==> src/rtl/core/wmmd_pkg.sv <==
// shared types and constants for the waveform min/max decimator
// depends on nothing; imported by every module of the block
package wmmd_pkg;

  // sample format and level arithmetic
  localparam int SAMPLE_BITS = 16;
  localparam int LVL_FRAC    = SAMPLE_BITS + 8;    // unity product sits at 2^(LVL_FRAC-1)
  localparam int N_W         = LVL_FRAC + 1;       // offset product, 0 .. 2^LVL_FRAC
  localparam int PROD_W      = SAMPLE_BITS + 17;   // signed sample times unsigned gain
  localparam int LEVEL_W     = 32;
  localparam int WIDE_W      = N_W + LEVEL_W;      // offset product times full scale
  localparam int QUEUE_DEPTH = 2;

  // configuration register indexes
  typedef enum logic [2:0] {
    REG_CHANNEL_COUNT    = 3'd0,
    REG_CHANNEL_SELECT   = 3'd1,
    REG_BUCKET_FRAMES    = 3'd2,
    REG_RUN_PIXELS       = 3'd3,
    REG_GAIN             = 3'd4,
    REG_OUTPUT_FORMAT    = 3'd5
  } cfg_reg_e;

  // output scale codes
  typedef enum logic [1:0] {
    FMT_8  = 2'd0,
    FMT_16 = 2'd1,
    FMT_32 = 2'd2,
    FMT_32_ALT = 2'd3
  } fmt_e;

  typedef struct packed {
    logic [3:0]  channel_count;
    logic [2:0]  channel_select;
    logic [15:0] bucket_frames;
    logic [15:0] run_pixels;
    logic [15:0] gain;
    logic [1:0]  output_format;
  } cfg_t;

  typedef struct packed {
    logic signed [15:0] sample;
    logic               start_of_run;
  } in_beat_t;

  typedef struct packed {
    logic [31:0] low_level;
    logic [31:0] high_level;
    logic [15:0] pixel_index;
    logic        last_pixel;
  } out_beat_t;

  // finished bucket handed from front to back
  typedef struct packed {
    logic signed [15:0] min_val;
    logic signed [15:0] max_val;
    logic [15:0]        pixel_index;
    logic               last_pixel;
  } bucket_t;

  // queue status seen by both sides
  typedef struct packed {
    logic full;
    logic empty;
  } q_stat_t;

endpackage

==> src/rtl/core/waveform_minmax_decimator.sv <==
// Min/max peak decimator for a waveform display. A sample beat is taken in
// every cycle while the two-entry bucket queue has room; the front end keeps
// the running extremes of the selected channel, comparing each of its beats
// with both. Each finished bucket goes through a scaling sequencer (gain
// multiply, clamp, scale, output register) that takes the next bucket only
// once the last pixel is taken, so short buckets or output back-pressure
// pace the input. Configuration is to be written through the plain write
// port only while the block is idle; the block itself does not enforce this.
module waveform_minmax_decimator import wmmd_pkg::*; #(
  parameter int MAX_CHANNELS = 8
) (
  input  logic       clk_i,
  input  logic       rst_ni,
  input  logic       cfg_we_i,
  input  logic [2:0] cfg_idx_i,
  input  logic [15:0] cfg_data_i,
  input  logic       in_valid_i,
  input  in_beat_t   in_data_i,
  output logic       in_ready_o,
  output logic       out_valid_o,
  output out_beat_t  out_data_o,
  input  logic       out_ready_i
);

  cfg_t    cfg_q;
  q_stat_t q_stat;
  logic    q_push;
  logic    q_pop;
  bucket_t q_push_data;
  bucket_t q_head;

  // configuration registers
  always_ff @(posedge clk_i or negedge rst_ni) begin
    if (!rst_ni) begin
      cfg_q.channel_count    <= 4'd1;
      cfg_q.channel_select   <= 3'd0;
      cfg_q.bucket_frames    <= 16'd1;
      cfg_q.run_pixels       <= 16'd1;
      cfg_q.gain             <= 16'd256;
      cfg_q.output_format    <= FMT_8;
    end else if (cfg_we_i) begin
      unique case (cfg_reg_e'(cfg_idx_i))
        REG_CHANNEL_COUNT:    cfg_q.channel_count    <= cfg_data_i[3:0];
        REG_CHANNEL_SELECT:   cfg_q.channel_select   <= cfg_data_i[2:0];
        REG_BUCKET_FRAMES:    cfg_q.bucket_frames    <= cfg_data_i;
        REG_RUN_PIXELS:       cfg_q.run_pixels       <= cfg_data_i;
        REG_GAIN:             cfg_q.gain             <= cfg_data_i;
        REG_OUTPUT_FORMAT:    cfg_q.output_format    <= cfg_data_i[1:0];
        default: ;
      endcase
    end
  end

  // sample front end
  wmmd_front #(
    .MAX_CHANNELS(MAX_CHANNELS)
  ) u_front (
    .clk_i      (clk_i),
    .rst_ni     (rst_ni),
    .cfg_i      (cfg_q),
    .in_valid_i (in_valid_i),
    .in_data_i  (in_data_i),
    .in_ready_o (in_ready_o),
    .q_stat_i   (q_stat),
    .q_push_o   (q_push),
    .q_data_o   (q_push_data)
  );

  // bucket queue
  wmmd_fifo u_fifo (
    .clk_i       (clk_i),
    .rst_ni      (rst_ni),
    .push_i      (q_push),
    .push_data_i (q_push_data),
    .pop_i       (q_pop),
    .head_o      (q_head),
    .stat_o      (q_stat)
  );

  // scaling back end
  wmmd_back u_back (
    .clk_i       (clk_i),
    .rst_ni      (rst_ni),
    .cfg_i       (cfg_q),
    .q_stat_i    (q_stat),
    .q_head_i    (q_head),
    .q_pop_o     (q_pop),
    .out_valid_o (out_valid_o),
    .out_data_o  (out_data_o),
    .out_ready_i (out_ready_i)
  );

  // queue never written when full nor read when empty
  a_no_overflow: assert property (@(posedge clk_i) disable iff (!rst_ni)
    q_push |-> !q_stat.full)
    else $error("bucket pushed into a full queue");

  a_no_underflow: assert property (@(posedge clk_i) disable iff (!rst_ni)
    q_pop |-> !q_stat.empty)
    else $error("bucket popped from an empty queue");

  // a pixel leaving frees the sequencer for the next bucket
  a_out_release: assert property (@(posedge clk_i) disable iff (!rst_ni)
    (out_valid_o && out_ready_i) |=> !out_valid_o)
    else $error("pixel beat repeated after acceptance");

endmodule

==> src/rtl/core/wmmd_fifo.sv <==
// short bucket queue between the front and the back
// depends on wmmd_pkg for the bucket type and depth
module wmmd_fifo import wmmd_pkg::*; (
  input  logic    clk_i,
  input  logic    rst_ni,
  input  logic    push_i,
  input  bucket_t push_data_i,
  input  logic    pop_i,
  output bucket_t head_o,
  output q_stat_t stat_o
);

  localparam int PTR_W = (QUEUE_DEPTH > 1) ? $clog2(QUEUE_DEPTH) : 1;
  localparam int CNT_W = $clog2(QUEUE_DEPTH + 1);

  bucket_t            entry_q [QUEUE_DEPTH];
  logic [PTR_W-1:0]   wr_ptr_q, wr_ptr_d;
  logic [PTR_W-1:0]   rd_ptr_q, rd_ptr_d;
  logic [CNT_W-1:0]   count_q, count_d;

  assign stat_o.full  = (count_q == CNT_W'(QUEUE_DEPTH));
  assign stat_o.empty = (count_q == '0);
  assign head_o       = entry_q[rd_ptr_q];

  // pointer and fill count update
  always_comb begin
    wr_ptr_d = wr_ptr_q;
    rd_ptr_d = rd_ptr_q;
    count_d  = count_q;
    if (push_i) begin
      wr_ptr_d = (32'(wr_ptr_q) == QUEUE_DEPTH - 1) ? '0 : wr_ptr_q + 1'b1;
    end
    if (pop_i) begin
      rd_ptr_d = (32'(rd_ptr_q) == QUEUE_DEPTH - 1) ? '0 : rd_ptr_q + 1'b1;
    end
    if (push_i && !pop_i) begin
      count_d = count_q + 1'b1;
    end else if (!push_i && pop_i) begin
      count_d = count_q - 1'b1;
    end
  end

  always_ff @(posedge clk_i or negedge rst_ni) begin
    if (!rst_ni) begin
      wr_ptr_q <= '0;
      rd_ptr_q <= '0;
      count_q  <= '0;
    end else begin
      wr_ptr_q <= wr_ptr_d;
      rd_ptr_q <= rd_ptr_d;
      count_q  <= count_d;
    end
  end

  // entry storage
  always_ff @(posedge clk_i) begin
    if (push_i) begin
      entry_q[wr_ptr_q] <= push_data_i;
    end
  end

endmodule

==> src/rtl/core/wmmd_front.sv <==
// front end: takes sample beats, follows channel, frame and pixel position,
// keeps the bucket min/max and pushes finished buckets; depends on wmmd_pkg
module wmmd_front import wmmd_pkg::*; #(
  parameter int MAX_CHANNELS = 8
) (
  input  logic     clk_i,
  input  logic     rst_ni,
  input  cfg_t     cfg_i,
  input  logic     in_valid_i,
  input  in_beat_t in_data_i,
  output logic     in_ready_o,
  input  q_stat_t  q_stat_i,
  output logic     q_push_o,
  output bucket_t  q_data_o
);

  localparam int CH_W = $clog2(MAX_CHANNELS + 1);

  logic [CH_W-1:0]    pos_q, pos_d;
  logic [15:0]        fib_q, fib_d;
  logic [15:0]        pix_q, pix_d;
  logic signed [15:0] min_q, min_d;
  logic signed [15:0] max_q, max_d;
  logic               done_q, done_d;
  logic [CH_W-1:0]    chans;
  logic [16:0]        fpp_eff;
  logic [16:0]        pcnt_eff;
  logic               accept;

  // sanitised limits
  always_comb begin
    if (cfg_i.channel_count == '0) begin
      chans = CH_W'(1);
    end else if (32'(cfg_i.channel_count) > MAX_CHANNELS) begin
      chans = CH_W'(MAX_CHANNELS);
    end else begin
      chans = CH_W'(cfg_i.channel_count);
    end
    fpp_eff  = (cfg_i.bucket_frames == '0) ? 17'd1 : {1'b0, cfg_i.bucket_frames};
    pcnt_eff = (cfg_i.run_pixels == '0) ? 17'd1 : {1'b0, cfg_i.run_pixels};
  end

  assign in_ready_o = !q_stat_i.full;
  assign accept     = in_valid_i && in_ready_o;

  // per-beat position tracking and bucket close
  always_comb begin
    logic [CH_W:0] pos_inc;
    logic [16:0]   fib_inc;
    logic [16:0]   pix_inc;
    logic          last;
    pos_d  = pos_q;
    fib_d  = fib_q;
    pix_d  = pix_q;
    min_d  = min_q;
    max_d  = max_q;
    done_d = done_q;
    q_push_o = 1'b0;
    q_data_o = '0;
    pos_inc  = '0;
    fib_inc  = '0;
    pix_inc  = '0;
    last     = 1'b0;
    if (accept) begin
      if (in_data_i.start_of_run) begin
        pos_d  = '0;
        fib_d  = '0;
        pix_d  = '0;
        min_d  = '0;
        max_d  = '0;
        done_d = 1'b0;
      end
      if (!done_d) begin
        if (32'(pos_d) == 32'(cfg_i.channel_select)) begin
          if (in_data_i.sample > max_d) max_d = in_data_i.sample;
          if (in_data_i.sample < min_d) min_d = in_data_i.sample;
        end
        pos_inc = {1'b0, pos_d} + 1'b1;
        if (pos_inc < {1'b0, chans}) begin
          pos_d = pos_inc[CH_W-1:0];
        end else begin
          pos_d   = '0;
          fib_inc = {1'b0, fib_d} + 17'd1;
          if (fib_inc < fpp_eff) begin
            fib_d = fib_inc[15:0];
          end else begin
            pix_inc  = {1'b0, pix_d} + 17'd1;
            last     = (pix_inc >= pcnt_eff);
            q_push_o = 1'b1;
            q_data_o.min_val     = min_d;
            q_data_o.max_val     = max_d;
            q_data_o.pixel_index = pix_d;
            q_data_o.last_pixel  = last;
            fib_d  = '0;
            min_d  = '0;
            max_d  = '0;
            pix_d  = pix_inc[15:0];
            done_d = last;
          end
        end
      end
    end
  end

  always_ff @(posedge clk_i or negedge rst_ni) begin
    if (!rst_ni) begin
      pos_q  <= '0;
      fib_q  <= '0;
      pix_q  <= '0;
      min_q  <= '0;
      max_q  <= '0;
      done_q <= 1'b1;
    end else begin
      pos_q  <= pos_d;
      fib_q  <= fib_d;
      pix_q  <= pix_d;
      min_q  <= min_d;
      max_q  <= max_d;
      done_q <= done_d;
    end
  end

endmodule

==> src/rtl/core/wmmd_back.sv <==
// back end: pops buckets, applies gain, clamps and scales both extremes,
// and holds the pixel beat in an output register; depends on wmmd_pkg
module wmmd_back import wmmd_pkg::*; (
  input  logic      clk_i,
  input  logic      rst_ni,
  input  cfg_t      cfg_i,
  input  q_stat_t   q_stat_i,
  input  bucket_t   q_head_i,
  output logic      q_pop_o,
  output logic      out_valid_o,
  output out_beat_t out_data_o,
  input  logic      out_ready_i
);

  typedef enum logic [1:0] {
    ST_IDLE,
    ST_CLAMP,
    ST_SCALE,
    ST_OUT
  } state_e;

  localparam logic signed [PROD_W-1:0] HALF = PROD_W'(1) <<< (LVL_FRAC - 1);

  state_e                    state_q;
  logic signed [PROD_W-1:0]  prod_lo_q, prod_hi_q;
  logic [N_W-1:0]            n_lo_q, n_hi_q;
  logic [15:0]               pix_q;
  logic                      last_q;
  out_beat_t                 out_q;
  logic signed [PROD_W-1:0]  prod_lo, prod_hi;
  logic [N_W-1:0]            n_lo, n_hi;
  logic [LEVEL_W-1:0]        lvl_lo, lvl_hi;

  // sample times unsigned q8.8 gain
  function automatic logic signed [PROD_W-1:0] apply_gain(logic signed [15:0] v,
                                                          logic [15:0] g);
    logic signed [PROD_W-1:0] a;
    logic signed [PROD_W-1:0] b;
    a = PROD_W'(v);
    b = $signed({{(PROD_W-16){1'b0}}, g});
    return a * b;
  endfunction

  // clamp to +-unity and offset to the unsigned range
  function automatic logic [N_W-1:0] clamp_offset(logic signed [PROD_W-1:0] p);
    logic signed [PROD_W-1:0] c;
    c = p;
    if (c > HALF) c = HALF;
    if (c < -HALF) c = -HALF;
    return N_W'(c + HALF);
  endfunction

  // floor of full scale times n over 2^LVL_FRAC; full scale is 2^k-1
  function automatic logic [LEVEL_W-1:0] scale_level(logic [N_W-1:0] n, logic [1:0] fmt);
    logic [WIDE_W-1:0]  ext;
    logic [WIDE_W-1:0]  wide;
    logic [LEVEL_W-1:0] fs;
    ext = WIDE_W'(n);
    case (fmt_e'(fmt))
      FMT_8: begin
        fs   = LEVEL_W'(8'hFF);
        wide = (ext << 8) - ext;
      end
      FMT_16: begin
        fs   = LEVEL_W'(16'hFFFF);
        wide = (ext << 16) - ext;
      end
      default: begin
        fs   = '1;
        wide = (ext << LEVEL_W) - ext;
      end
    endcase
    if (n[N_W-1]) return fs;
    return wide[LVL_FRAC +: LEVEL_W];
  endfunction

  assign prod_lo = apply_gain(q_head_i.min_val, cfg_i.gain);
  assign prod_hi = apply_gain(q_head_i.max_val, cfg_i.gain);
  assign n_lo    = clamp_offset(prod_lo_q);
  assign n_hi    = clamp_offset(prod_hi_q);
  assign lvl_lo  = scale_level(n_lo_q, cfg_i.output_format);
  assign lvl_hi  = scale_level(n_hi_q, cfg_i.output_format);

  assign q_pop_o     = (state_q == ST_IDLE) && !q_stat_i.empty;
  assign out_valid_o = (state_q == ST_OUT);
  assign out_data_o  = out_q;

  // scaling sequencer: multiply, clamp, scale, hold until taken
  always_ff @(posedge clk_i or negedge rst_ni) begin
    if (!rst_ni) begin
      state_q   <= ST_IDLE;
      prod_lo_q <= '0;
      prod_hi_q <= '0;
      n_lo_q    <= '0;
      n_hi_q    <= '0;
      pix_q     <= '0;
      last_q    <= 1'b0;
      out_q     <= '0;
    end else begin
      unique case (state_q)
        ST_IDLE: begin
          if (!q_stat_i.empty) begin
            prod_lo_q <= prod_lo;
            prod_hi_q <= prod_hi;
            pix_q     <= q_head_i.pixel_index;
            last_q    <= q_head_i.last_pixel;
            state_q   <= ST_CLAMP;
          end
        end
        ST_CLAMP: begin
          n_lo_q  <= n_lo;
          n_hi_q  <= n_hi;
          state_q <= ST_SCALE;
        end
        ST_SCALE: begin
          out_q.low_level   <= lvl_lo;
          out_q.high_level  <= lvl_hi;
          out_q.pixel_index <= pix_q;
          out_q.last_pixel  <= last_q;
          state_q           <= ST_OUT;
        end
        ST_OUT: begin
          if (out_ready_i) begin
            state_q <= ST_IDLE;
          end
        end
        default: begin
          state_q <= ST_IDLE;
        end
      endcase
    end
  end

endmodule

==> config.mk <==
export PLATFORM = sky130hd
export DESIGN_NAME = waveform_minmax_decimator
export DESIGN_NICKNAME = d
export VERILOG_FILES = /design/src/rtl/core/wmmd_pkg.sv /design/src/rtl/core/waveform_minmax_decimator.sv /design/src/rtl/core/wmmd_fifo.sv /design/src/rtl/core/wmmd_front.sv /design/src/rtl/core/wmmd_back.sv
export SDC_FILE = /design/constraint.sdc
export NUM_CORES = 2
export LEC_CHECK = 0
export ABC_AREA = 1
export ABC_CLOCK_PERIOD_IN_PS = 6400
export BUFFER_PORTS_ARGS = -buffer_cell sky130_fd_sc_hd__buf_2
export CAP_MARGIN = 20
export CELL_PAD_IN_SITES_DETAIL_PLACEMENT = 2
export CELL_PAD_IN_SITES_GLOBAL_PLACEMENT = 2
export CORE_ASPECT_RATIO = 1.2
export CORE_MARGIN = 1.5
export CORE_UTILIZATION = 35
export DETAILED_ROUTE_END_ITERATION = 16
export HOLD_SLACK_MARGIN = 0.12
export PLACE_DENSITY_LB_ADDON = 0.12
export SLEW_MARGIN = 20
export SYNTH_ARGS = -nofsm -noshare
export SYNTH_HDL_FRONTEND = slang
export SYNTH_SLANG_ARGS = --single-unit
==> constraint.sdc <==
create_clock -name clk_i -period 6.4 [get_ports clk_i]
set_input_delay 0.64 -clock clk_i [delete_from_list [all_inputs] [get_ports clk_i]]
set_output_delay 0.64 -clock clk_i [all_outputs]
set_load 0.02 [all_outputs]
After elaboration in Yosys (flattened, before gate mapping):

Memories as Yosys holds them, arrays and structs flattened.
Cells that the tools add are included.

* bitwise gates (word level): 1
* $lt $le $gt $ge: 10
* $mul: 2
* reduce and logical (&&, ||, !) cells: 24
* equal/unequal tests: 13
* add/sub/neg operators: 15
* muxes and demuxes: 67

Operators by type and width (count)
* $mux 16: 26
* $pmux 56 s2: 2
* $mux 49: 4
* $mux 32: 4
* $sub 56x25->56: 2
* $sub 41x25->42: 2
* $sub 33x25->34: 2
* $gt 33x25->1 const B: 2
* $lt 33x24->1 const B: 2
* $mul 16x17->33: 2
* $mux 33: 2
* $pmux 32 s2: 1
* $add 25x25->25 const B: 2
* $mux 25: 2
* $add 16x1->17 const B: 2
* $logic_not 16->1: 2
* $mux 4: 6
* $ge 17x17->1: 1
* $lt 17x17->1: 1
* $gt 16x16->1: 1
* $lt 16x16->1: 1
* $reduce_and 2->1: 8
* $mux 1: 15
* $mux 2: 4
* other kinds (22): 36

* register bits: 346
* memories: 1
* input port bits: 41
* output and inout port bits: 83
* RAM bits: 98
* logic and storage cells: 159

Memories
* u_fifo.entry_q: depth 2, width 49, rd ports 1, clocked after Yosys merged registers in 0, wr ports 1, RTL line wmmd_fifo.sv:16 `bucket_t entry_q [QUEUE_DEPTH];`

Longest topological paths before layout:

* depth after elaboration: 14
* depth in mapped cells: 31
* gate-level depth less buffers: 29

Modules after synthesis:

A second synthesis with hierarchy kept.

* cells, all modules: 6314
* area total of the unflattened synthesis: 46689.8 sq um

By module, submodules not included
* wmmd_back: area an instance 33584.7 sq um, times used 1, sequential area each 5405.2 sq um, cells an instance 4832
* wmmd_front: area an instance 6821.5 sq um, times used 1, sequential area each 1727.9 sq um, cells an instance 1044
* wmmd_fifo: area an instance 3996.3 sq um, times used 1, sequential area each 3042.9 sq um, cells an instance 178
* waveform_minmax_decimator: area an instance 2287.2 sq um, times used 1, sequential area each 1431.4 sq um, cells an instance 260

Worst setup path after synthesis:

Ideal clock, no wire load.

* path kind: reg2reg
* start: register u_fifo.rd_ptr_q
* end: register u_back.prod_lo_q[20]
* setup time: 131 ps
* required time: 6269 ps
* clock period less this slack: 6432 ps
* setup slack: -32 ps
* arrival time: 6302 ps
* cell stages (with the launch flop): 24
* buffers on the path: 2
* cell sequence: dfrtp_1 clkbuf_1 clkbuf_1 o21ai_1 inv_1 nand2_1 fa_1 fa_1 inv_1 fa_1 fa_1 fa_1 inv_1 fa_1 inv_1 ha_1 a21o_1 or2_2 o21bai_1 a21oi_1 o21bai_1 or2_2 nand3_1 o21ai_0

* longest elaborated chain between the ends: 2

RTL lines
* start, declared: RTL line wmmd_fifo.sv:18 `logic [PTR_W-1:0] rd_ptr_q, rd_ptr_d;`
* start signal, assigned: RTL line wmmd_fifo.sv:50 `rd_ptr_q <= rd_ptr_d;`
* $mem_v2 2x49
* $mul 16x17->33: RTL line wmmd_back.sv:41 `return a * b;`
* end signal, assigned: RTL line wmmd_back.sv:103 `prod_lo_q <= prod_lo;`
* end, declared: RTL line wmmd_back.sv:25 `logic signed [PROD_W-1:0] prod_lo_q, prod_hi_q;`

No other way between the ends.
A chain may end at the register's enable or synchronous reset.

Worst setup path after layout:

* start: register u_fifo.rd_ptr_q
* end: register u_back.prod_lo_q[25]

The elaborated chain is that of the path after synthesis.

==> impl_results.md <==
* Final min period at between 6 and 7 ns
* Rel. slew slack at 30.3%
* Clk_skew at roughly 0.042 ns
* Syn_area_per_cell at around 7.6 um2
* Mapped cell area at 44,200 um2
* Placed insts at 7,722
* ANT cells at 0
* Post-detail-place hpwl at 148 mm
* Num CTS Buffers at 55
* Unique masters post-synth at 55
* Root Buffer: clkbuf_16
* Worst setup EP type: register
* Starting Density at 35.3%
* Starting DRC count in detailed routing at 1,700
* Finished Layout Cells at 7,900
* Synth Register Bits at 444
* Synth top area share at 19.3%
* Final setup viols at 6
* Async SR Flop Fraction at 77.9%
* Final core utilization at 42.5%
* Synth Area in Simple Gates at 23.1%
* Clk_lat worst skew at around 0.69 ns
* Mux contribution to synthesized area at 0%
* Die area at 128,000 um2
* # H-tree levels at 2
* Via count at 41,996
* Clock Pin Slew Worst Setup and Hold Paths at 0.06 ns
* RD Place Congestion at between 0.9 and 1
* Startpoint Class: register
* Top cell type by total area after synthesis: dfrtp_1
* Initial antenna violation count at 2
* First-pass GRT wire length at between 200 and 300 mm
* Syn Inst Count at 5,818
* FP Rows at 142
* First-pass DRT Iterations at 5
* Max Slew Vio Count at 0
* Worst-margin pin slew at 1.04 ns
* PortBufs at 123
* Outcome: finished, violations left
* Main combinational cell family by area after synthesis: adder cells
* Synth top area cells: dfrtp_1 (19%), fa_1 (18%), ha_1 (11%)
* Adder-cell share of the synthesized area at 28.1%
* DRC errors left at 0
* Max FO, Critical Path at 8
* Clock buffer depth at 3
* I/O pin count at 124
* Area grow syn2layout at 20.2%
* Hold Crit Class: primary input to register
* Critical Path RT at 6.97 ns
* WL/cell at 24.4 um
* Fin crit share at 103%
* Post-synthesis compound-gate area fraction at 10.5%
* Sequential fraction of the synthesis area at 26.3%
* Post-synth EDFFs at 98
* Setup TNS at -0.395 ns
* Ys flop type: dfrtp_1
* Fmax at 151 MHz
* Setup ws final at -0.201 ns
* Antenna-violating nets left at 0
* Final #Nets at 7,002
* Die height at between 300 and 400 um
* Syn Nets at 6,620
* CTS tree: built
* Layout cell share with drive strength beyond 1 at 17.5%
* CTS Sinks at 444
* Filler instances at 14,321
* Hold Fails Final Rpt at 0
* Xor/xnor share of the synthesized area at roughly 1.3%
* MaxCap Viol Count at 0
* Largest net degree at the start of global routing at roughly 140
* Worst EP arrival at 7.17 ns
* Gr ovfl total at 0
* Vias per cell at between 5 and 6
* RSZ-0062 raised after global routing: true
* Tot GR Track Use at 28.9%
* WL final at between 150 and 200 mm
* YS warnings at 0
* Die width at 327 um
* Violated checks: setup timing
* CORE AREA at 125,000 um2
* Crit Path Category: register to register
* Vias in the first global route at 47,249
[worst paths after layout]
kind | slack [ns] | endpoint | cells past startpoint | startpoint
min in group asynchronous | 0.52 | u_back.out_data_o[53]$_DFFE_PN0P_ | 2 | rst_ni
hold reg to reg | 0.48 | u_back.prod_hi_q[15]$_DFFE_PN0P_ | 2 | u_back.prod_hi_q[15]$_DFFE_PN0P_
hold / removal | 0.33 | cfg_q[32]$_DFFE_PN0P_ | 3 | cfg_data_i[14]
setup reg to reg | -0.20 | u_back.prod_lo_q[25]$_DFFE_PN0P_ | 26 | u_fifo.rd_ptr_q$_DFFE_PN0P_
max in group asynchronous | 4.50 | u_back.prod_lo_q[23]$_DFFE_PN0P_ | 3 | rst_ni
setup / recovery | -0.20 | u_back.prod_lo_q[25]$_DFFE_PN0P_ | 26 | u_fifo.rd_ptr_q$_DFFE_PN0P_
[layout by cell type, fill, tap and decap left out, types with 13 or more instances in the layout]
master / count
nand2_1: 1100
inv_1: 951
nor2_1: 670
fa_1: 368
dfrtp_1: 341
buf_4: 336
ha_1: 333
a21oi_1: 323
o21ai_0: 250
nand3_1: 227
buf_2: 122
nand4_1: 100
edfxtp_1: 98
inv_2: 74
nand2_2: 73
o22ai_1: 65
nor3_1: 58
clkbuf_16: 57
xor2_1: 50
or2_2: 49
buf_6: 35
a31oi_1: 33
a21oi_2: 33
ha_4: 32
nor2_2: 31
o21ai_1: 27
nor2_4: 26
or2_4: 25
nand2_4: 24
nor4_1: 21
fa_2: 20
buf_12: 20
o21ai_2: 16
clkbuf_1: 16
a21o_1: 15
nand3_2: 15
o21bai_1: 14
inv_4: 13
[cells in the mapped netlist, types with 11 or more instances]
cell type  instances
edfxtp_1          98
nand3_1          243
o21bai_1          17
a21boi_0          13
clkinv_1          13
nor4_1            22
buf_2             18
nor3_1            62
inv_1           1030
fa_1             388
ha_1             373
nand4_1          100
a21oi_1          363
xnor2_1           16
o21ai_1           11
a21o_1            15
nand2_1         1194
a31oi_1           33
o22ai_1           65
dfrtp_1          341
o21ai_0          292
nor2_1           720
xor2_1            51
clkbuf_1         163
a22oi_1           12
or2_2             74
[stage by stage]
| stage | instance area [um2] | hold WS (ns) | setup WS, ns |
|---|---|---|---|
| 2_1_floorplan | 44200 | 0.344 | 0.00972 |
| 3_3_place_gp | 48800 | 0.451 | -0.286 |
| 3_5_place_dp | 48800 | 0.468 | -0.426 |
| 4_1_cts | 51500 | 0.288 | -0.0219 |
| 5_1_grt | 53100 | 0.336 | -0.359 |
| 6_report | 53100 | 0.328 | -0.201 |
[cells by family after synthesis]
logic type	count (synthesis)
and+or+nand+nor	2451
DFF	444
buffers and inverters	1245
xor gates and xnor gates	67
adders and majority gates	761
AOI/OAI and AO/OA	850
[worst max-delay path, cell delays in order, from the launching register on]
cell	delay [ns]
dfrtp_1	0.42
inv_4	0.09
buf_12	0.15
buf_12	0.14
or2_4	0.23
o21ai_2	0.06
buf_6	0.16
nor2_2	0.05
fa_1	0.58
inv_1	0.07
fa_1	0.48
fa_1	0.57
inv_2	0.05
fa_1	0.52
fa_1	0.55
inv_1	0.05
fa_1	0.52
inv_2	0.06
ha_4	0.30
nand2_4	0.08
buf_6	0.13
nor4_4	0.34
nand3_1	0.15
o211ai_1	0.36
or2_4	0.20
nand3_2	0.06
o21ai_1	0.10
[layer usage]
metal  part of all wire [%]  wire, um  global-route usage, %  up-vias
li1                       -         -                      -    19172
met1                     39     74400                   32.5    21541
met2                     53    102000                   54.4      849
met3                    2.7      5190                   2.83      434
met4                    5.8     11200                   13.1        0
met5                      0         0                      0        -
[area by class of cell]
cell class / instances / area (um2) / share of cell area [%]
Multi-Input combinational cell: 4129 / 29600 / 55.8
Sequential cell: 444 / 11600 / 21.8
Timing Repair Buffer: 521 / 4060 / 7.63
Inverter: 1048 / 3970 / 7.48
Tap cell: 1656 / 2070 / 3.90
Clock buffer: 73 / 1460 / 2.76
Clock inverter: 28 / 318 / 0.598
Timing Repair inverter: 1 / 6.26 / 0.0118
[state kept, by name, indices dropped and copies added, names as in the netlist]
register,count
u_back.last_q,1
u_back.prod_hi_q,33
u_fifo.entry_q,98
u_back.out_data_o,81
u_front.done_q,1
cfg_q,57
u_back.n_lo_q,25
u_back.pix_q,16
u_front.min_q,16
u_front.pix_q,16
u_fifo.wr_ptr_q,1
u_fifo.count_q,2
u_back.prod_lo_q,33
u_front.fib_q,16
u_front.max_q,16
u_fifo.rd_ptr_q,1
u_back.state_q,2
u_front.pos_q,4
u_back.n_hi_q,25
[repair_timing]
action,CTS,global route
endpoints found under the setup margin,38,41
resized for setup,155,433
hold buffers,1,0
pin swaps,60,164
setup buffers,25,53
endpoints found under the hold margin,62,0
gates cloned,2,3
Power is not shown: default switching activity piles up to over one toggle a cycle in this logic, so the estimate is an artifact.
